`config.mk`:
```
export PLATFORM = sky130hd
export DESIGN_NAME = bsvr_front
export DESIGN_NICKNAME = d
export VERILOG_FILES = /design/src/rtl/core/bsvr_pkg.sv /design/src/rtl/core/bsvr_front.sv
export SDC_FILE = /design/constraint.sdc
export NUM_CORES = 1
export LEC_CHECK = 0
export ABC_AREA = 1
export BUFFER_PORTS_ARGS = -buffer_cell sky130_fd_sc_hd__buf_2
export CAP_MARGIN = 20
export CORE_ASPECT_RATIO = 0.9
export CORE_MARGIN = 10
export CORE_UTILIZATION = 40
export DETAILED_ROUTE_END_ITERATION = 8
export PLACE_DENSITY_LB_ADDON = 0.25
export SYNTH_ARGS = -nofsm -noshare
export SYNTH_HDL_FRONTEND = slang
export SYNTH_SLANG_ARGS = --single-unit
export TNS_END_PERCENT = 50
```
`constraint.sdc`:
```
create_clock -name clk_i -period 2.7 [get_ports clk_i]
set_input_delay 0.27 -clock clk_i [delete_from_list [all_inputs] [get_ports clk_i]]
set_output_delay 0.27 -clock clk_i [all_outputs]
set_load 0.05 [all_outputs]
```
`src/rtl/core/bsvr_pkg.sv`:
```
// Package for the bitstream field and VBR reader.
// Holds command codes, queue entry type, kind and state enums and size constants.
// No dependencies.
package bsvr_pkg;

  localparam int BufferBytesDef = 4096;
  localparam int QueueDepth     = 2;

  localparam logic [2:0] CMD_LOAD   = 3'd0;
  localparam logic [2:0] CMD_SETPOS = 3'd1;
  localparam logic [2:0] CMD_FIXED  = 3'd2;
  localparam logic [2:0] CMD_VBR32  = 3'd3;
  localparam logic [2:0] CMD_VBR64  = 3'd4;

  typedef enum logic [2:0] {
    K_LOAD,
    K_SETPOS,
    K_FIXED,
    K_VBR32,
    K_VBR64,
    K_BAD
  } kind_e;

  typedef struct packed {
    kind_e       kind;
    logic [11:0] addr;
    logic [7:0]  data;
    logic [15:0] pos;
    logic [6:0]  width;
  } entry_t;

  typedef enum logic [2:0] {
    B_IDLE,
    B_CHECK,
    B_FETCH,
    B_MERGE,
    B_DONE
  } back_state_e;

endpackage

```
`src/rtl/core/bsvr_front.sv`:
```
// Front end: accepts input transactions, classifies them and queues them; unknown command codes are dropped.
// Depends on bsvr_pkg.
module bsvr_front (
  input  logic                 clk_i,
  input  logic                 rst_ni,
  input  logic                 s_axis_tvalid,
  output logic                 s_axis_tready,
  input  logic [47:0]          s_axis_tdata,
  output logic                 q_valid_o,
  output bsvr_pkg::entry_t     q_entry_o,
  input  logic                 q_pop_i
);

  bsvr_pkg::entry_t fifo_q [bsvr_pkg::QueueDepth];
  logic       wp_q, wp_d, rp_q, rp_d;
  logic [1:0] cnt_q, cnt_d;

  logic [2:0]       cmd;
  logic [6:0]       w;
  logic             keep;
  logic             push;
  logic             pop;
  bsvr_pkg::entry_t ent;

  assign cmd = s_axis_tdata[2:0];
  assign w   = s_axis_tdata[45:39];

  always_comb begin
    ent       = '0;
    ent.addr  = s_axis_tdata[14:3];
    ent.data  = s_axis_tdata[22:15];
    ent.pos   = s_axis_tdata[38:23];
    ent.width = w;
    keep      = 1'b1;
    unique case (cmd)
      bsvr_pkg::CMD_LOAD:   ent.kind = bsvr_pkg::K_LOAD;
      bsvr_pkg::CMD_SETPOS: ent.kind = bsvr_pkg::K_SETPOS;
      bsvr_pkg::CMD_FIXED:
        ent.kind = (w == 7'd0 || w > 7'd64) ? bsvr_pkg::K_BAD : bsvr_pkg::K_FIXED;
      bsvr_pkg::CMD_VBR32:
        ent.kind = (w < 7'd2 || w > 7'd32) ? bsvr_pkg::K_BAD : bsvr_pkg::K_VBR32;
      bsvr_pkg::CMD_VBR64:
        ent.kind = (w < 7'd2 || w > 7'd32) ? bsvr_pkg::K_BAD : bsvr_pkg::K_VBR64;
      default: begin
        ent.kind = bsvr_pkg::K_BAD;
        keep     = 1'b0;
      end
    endcase
  end

  assign s_axis_tready = (cnt_q != 2'(bsvr_pkg::QueueDepth));
  assign push          = s_axis_tvalid && s_axis_tready && keep;
  assign pop           = q_pop_i && (cnt_q != 2'd0);
  assign q_valid_o     = (cnt_q != 2'd0);
  assign q_entry_o     = fifo_q[rp_q];

  always_comb begin
    wp_d  = push ? ~wp_q : wp_q;
    rp_d  = pop ? ~rp_q : rp_q;
    cnt_d = cnt_q + 2'(push) - 2'(pop);
  end

  always_ff @(posedge clk_i or negedge rst_ni) begin
    if (!rst_ni) begin
      wp_q  <= 1'b0;
      rp_q  <= 1'b0;
      cnt_q <= 2'd0;
    end else begin
      wp_q  <= wp_d;
      rp_q  <= rp_d;
      cnt_q <= cnt_d;
    end
  end

  always_ff @(posedge clk_i) begin
    if (push) begin
      fifo_q[wp_q] <= ent;
    end
  end

endmodule

```
==> run_summary.xml <==
<?xml version="1.0" encoding="UTF-8"?>
<metrics>
  <group name="outcome">
    <metric name="status" unit="">completed</metric>
  </group>
  <group name="timing">
    <metric name="layout_setup_ws" unit="ns">0.657</metric>
    <metric name="period_needed" unit="ns">2.04</metric>
    <metric name="final.hold.worst_slack" unit="ns">0.108</metric>
    <metric name="rsz0062_at_grt" unit="">false</metric>
    <metric name="relSlewSlack" unit="%">65.2</metric>
    <metric name="setup_tns" unit="ns">0</metric>
    <metric name="hold_violations" unit="">0</metric>
    <metric name="slew_viol_final" unit="">0</metric>
    <metric name="clock.fmax" unit="MHz">490</metric>
    <metric name="final.setup_skew" unit="ns">0.00853</metric>
    <metric name="setup_viol" unit="">0</metric>
    <metric name="finalCritPeriodShare" unit="%">75.7</metric>
    <metric name="worst-slew-pin-transition" unit="ns">0.522</metric>
  </group>
  <group name="worst_setup_path">
    <metric name="startpoint_type" unit="">flip-flop</metric>
    <metric name="reg2reg_from" unit="">cnt_q[1]</metric>
    <metric name="critical_path.endpoint" unit="">q_entry_o[24]</metric>
    <metric name="critPathArrivalTime" unit="ns">1.77</metric>
    <metric name="kind_of_critical_path" unit="">flip-flop to output port</metric>
    <metric name="critical_path.max_fanout" unit="">21</metric>
    <metric name="worst-endpoint-required" unit="ns">2.43</metric>
    <metric name="end_kind" unit="">output port</metric>
    <metric name="setup.reg_to_reg.worst_slack" unit="ns">1.12</metric>
    <metric name="r2r_end" unit="">fifo_q[1][27]</metric>
    <metric name="reg2reg_depth" unit="">4</metric>
    <metric name="crit_start" unit="">rp_q</metric>
  </group>
  <group name="cts">
    <metric name="cts_sinks" unit="">96</metric>
    <metric name="cts_tree" unit="">done</metric>
    <metric name="htree_num_levels" unit="">3</metric>
    <metric name="clock-root-buffer" unit="">sky130_fd_sc_hd__clkbuf_8</metric>
    <metric name="number_of_clock_buffers_inserted_by_tritoncts" unit="">9</metric>
    <metric name="path_clk_slew" unit="ns">0.09</metric>
    <metric name="clock_tree.buffer_depth" unit="">2</metric>
    <metric name="post-cts-setup-buffer-count" unit="">0</metric>
    <metric name="clk-insertion-delay-late" unit="ns">0.34</metric>
  </group>
  <group name="routing">
    <metric name="antenna_left" unit="">0</metric>
    <metric name="top_layer" unit="">met4</metric>
    <metric name="drt-vias-per-instance" unit="">4.46</metric>
    <metric name="drt-met1-wl" unit="µm">3220</metric>
    <metric name="wire_per_inst" unit="µm">14.5</metric>
    <metric name="met3_wirelength" unit="µm">537</metric>
    <metric name="total_wirelength_of_the_detailed_routed_design" unit="µm">7650</metric>
    <metric name="drc" unit="">0</metric>
    <metric name="detail_route.iter0.violations" unit="">88</metric>
    <metric name="drtPass1Iterations" unit="">4</metric>
    <metric name="dr_wl_met2" unit="µm">3750</metric>
    <metric name="num_vias" unit="">2344</metric>
  </group>
  <group name="place">
    <metric name="place_inst" unit="">509</metric>
    <metric name="hpwl_dp" unit="µm">5200</metric>
    <metric name="gpl_wtd_cong" unit="">0.673</metric>
    <metric name="post-place-ws" unit="ns">0.932</metric>
    <metric name="dpl_cell_area" unit="µm²">4340</metric>
    <metric name="port-buffer-count" unit="">97</metric>
  </group>
  <group name="cells_and_area">
    <metric name="final_net_count" unit="">453</metric>
    <metric name="instances_no_fill" unit="">526</metric>
    <metric name="post_route_cells_drive_above_1_share" unit="%">30.5</metric>
    <metric name="design_area" unit="µm²">4540</metric>
    <metric name="syn_to_final_growth" unit="%">23.3</metric>
    <metric name="postLayoutCoreUtil" unit="%">50.2</metric>
  </group>
  <group name="die">
    <metric name="die_height" unit="µm">111</metric>
    <metric name="starting_density_of_the_core" unit="%">40.7</metric>
    <metric name="io-pin-count" unit="">100</metric>
    <metric name="core_area" unit="µm²">9040</metric>
    <metric name="die_area" unit="µm²">13400</metric>
    <metric name="die_width" unit="µm">121</metric>
    <metric name="num_rows" unit="">33</metric>
  </group>
  <group name="logic_synthesis">
    <metric name="synth.yosys.seq_area_share" unit="%">77.8</metric>
    <metric name="mappedNetlistNets" unit="">347</metric>
    <metric name="count_of_synthesis_stage_warnings_from_yosys" unit="">0</metric>
    <metric name="synth.avg_cell_area" unit="µm²">12.6</metric>
    <metric name="synth.ff_latch_count" unit="">96</metric>
    <metric name="synth.cell_area" unit="µm²">3680</metric>
    <metric name="ys_types" unit="">18</metric>
    <metric name="synth_cells" unit="">293</metric>
  </group>
  <group name="global_routing">
    <metric name="grt-ovfl-total" unit="">0</metric>
    <metric name="grt_pass1_wl" unit="µm">12200</metric>
    <metric name="globalRouteTotalUtil" unit="%">11.5</metric>
    <metric name="antenna_found_initial" unit="">1</metric>
    <metric name="grt_start_max_net_pins" unit="">47</metric>
    <metric name="number_of_global_route_vias_before_repair" unit="">2516</metric>
  </group>
  <group name="pwr">
    <metric name="peakVddDrop" unit="V">0.000680</metric>
    <metric name="pwr_density_cell" unit="nW/µm²">1190</metric>
    <metric name="fin_total_pwr" unit="mW">5.38</metric>
    <metric name="total_leakage_power" unit="nW">1.97</metric>
  </group>
  <group name="min_path">
    <metric name="hold_path.class" unit="">primary input to flip-flop</metric>
  </group>
  <group name="job">
    <metric name="cap_viol_max_count" unit="">0</metric>
  </group>
</metrics>
worst min path at each step:
stage / slack (ns) / cells past startpoint / to / startpoint
floorplan: -0.03 / 0 / cnt_q[0] / rst_ni
global placement: 0.08 / 1 / cnt_q[0] / rst_ni
detailed placement: 0.08 / 1 / cnt_q[0] / rst_ni
CTS: 0.09 / 1 / fifo_q[1][19] / s_axis_tdata[35]
global route: 0.08 / 1 / fifo_q[0][41] / s_axis_tdata[13]
finish: 0.11 / 1 / fifo_q[0][17] / s_axis_tdata[33]
flip-flops by register name, summed over array words and instances, names as in the netlist:
register  count
wp_q          1
cnt_q         2
fifo_q       92
rp_q          1
synth_stat cells:
| cell | number | share of area (%) |
|---|---|---|
| sky130_fd_sc_hd__nand2_1 | 149 | 15 |
| sky130_fd_sc_hd__edfxtp_1 | 92 | 75 |
| sky130_fd_sc_hd__inv_1 | 11 | 1.1 |
| sky130_fd_sc_hd__buf_2 | 9 | 1.2 |
| sky130_fd_sc_hd__nor2_1 | 7 | 0.71 |
| sky130_fd_sc_hd__nand3_1 | 6 | 0.82 |
| sky130_fd_sc_hd__dfrtp_1 | 4 | 2.7 |
| sky130_fd_sc_hd__ha_1 | 2 | 0.68 |
| sky130_fd_sc_hd__or2_1 | 2 | 0.34 |
| sky130_fd_sc_hd__xnor2_1 | 2 | 0.48 |
| sky130_fd_sc_hd__xor2_1 | 2 | 0.48 |
| sky130_fd_sc_hd__a21oi_1 | 1 | 0.14 |
| sky130_fd_sc_hd__clkbuf_1 | 1 | 0.10 |
| sky130_fd_sc_hd__nand3_2 | 1 | 0.27 |
| sky130_fd_sc_hd__nand3b_1 | 1 | 0.20 |
| sky130_fd_sc_hd__nand4_1 | 1 | 0.17 |
| sky130_fd_sc_hd__nor3_1 | 1 | 0.14 |
| sky130_fd_sc_hd__o21ai_0 | 1 | 0.14 |
placed cells by master (no fill, tap or decap), types with 2 or more instances in the layout:
master / Yosys / final
sky130_fd_sc_hd__nand2_1: 149 / 149
sky130_fd_sc_hd__ha_1: 2 / 2
sky130_fd_sc_hd__clkbuf_8: 0 / 9
sky130_fd_sc_hd__edfxtp_1: 92 / 92
sky130_fd_sc_hd__nand3_1: 6 / 6
sky130_fd_sc_hd__nor2_4: 0 / 2
sky130_fd_sc_hd__xor2_1: 2 / 2
sky130_fd_sc_hd__buf_4: 0 / 7
sky130_fd_sc_hd__clkinvlp_4: 0 / 2
sky130_fd_sc_hd__xnor2_1: 2 / 2
sky130_fd_sc_hd__or2_1: 2 / 2
sky130_fd_sc_hd__nor2_1: 7 / 5
sky130_fd_sc_hd__buf_2: 9 / 97
sky130_fd_sc_hd__dfrtp_1: 4 / 3
sky130_fd_sc_hd__inv_1: 11 / 10
power by group:
part,total (mW),internal (mW),switching (mW)
clock network,0.883,0.423,0.460
registers,1.97,1.91,0.0636
logic,2.53,0.506,2.02
per-layer routing:
layer,GRT usage [%],vias to the layer above
li1,-,1188
met1,12.5,1077
met2,19.4,68
met3,4.28,11
met4,5.14,0
met5,0,-
timing repair:
item                      in CTS  in global routing
resized for setup              0                  0
hold buffers                   1                  0
hold endpoints to repair       4                  0
kinds of logic after synthesis:
group | share of synthesized area, %
buffers and inverters | 2.45
adders and majority gates | 0.680
AOI/OAI and AO/OA | 0.272
DFF | 77.8
xor gates and xnor gates | 0.952
and+or+nand+nor | 17.9
layout make-up:
type,count,area (µm²)
clock inverter,5,58.8
fill,819,4510
antenna,1,2.50
tap,122,153
sequential,96,2860
inverter,11,41.3
multi-input combinational,176,742
timing repair buffer,105,548
clock buffer,10,128
critical path, stage by stage (launching register included):
cell	delay [ns]
sky130_fd_sc_hd__dfrtp_2	0.41
sky130_fd_sc_hd__inv_2	0.32
sky130_fd_sc_hd__buf_4	0.29
sky130_fd_sc_hd__nand2_1	0.07
sky130_fd_sc_hd__nand2_1	0.07
sky130_fd_sc_hd__buf_2	0.26
Power figures use the tool's default switching activity.
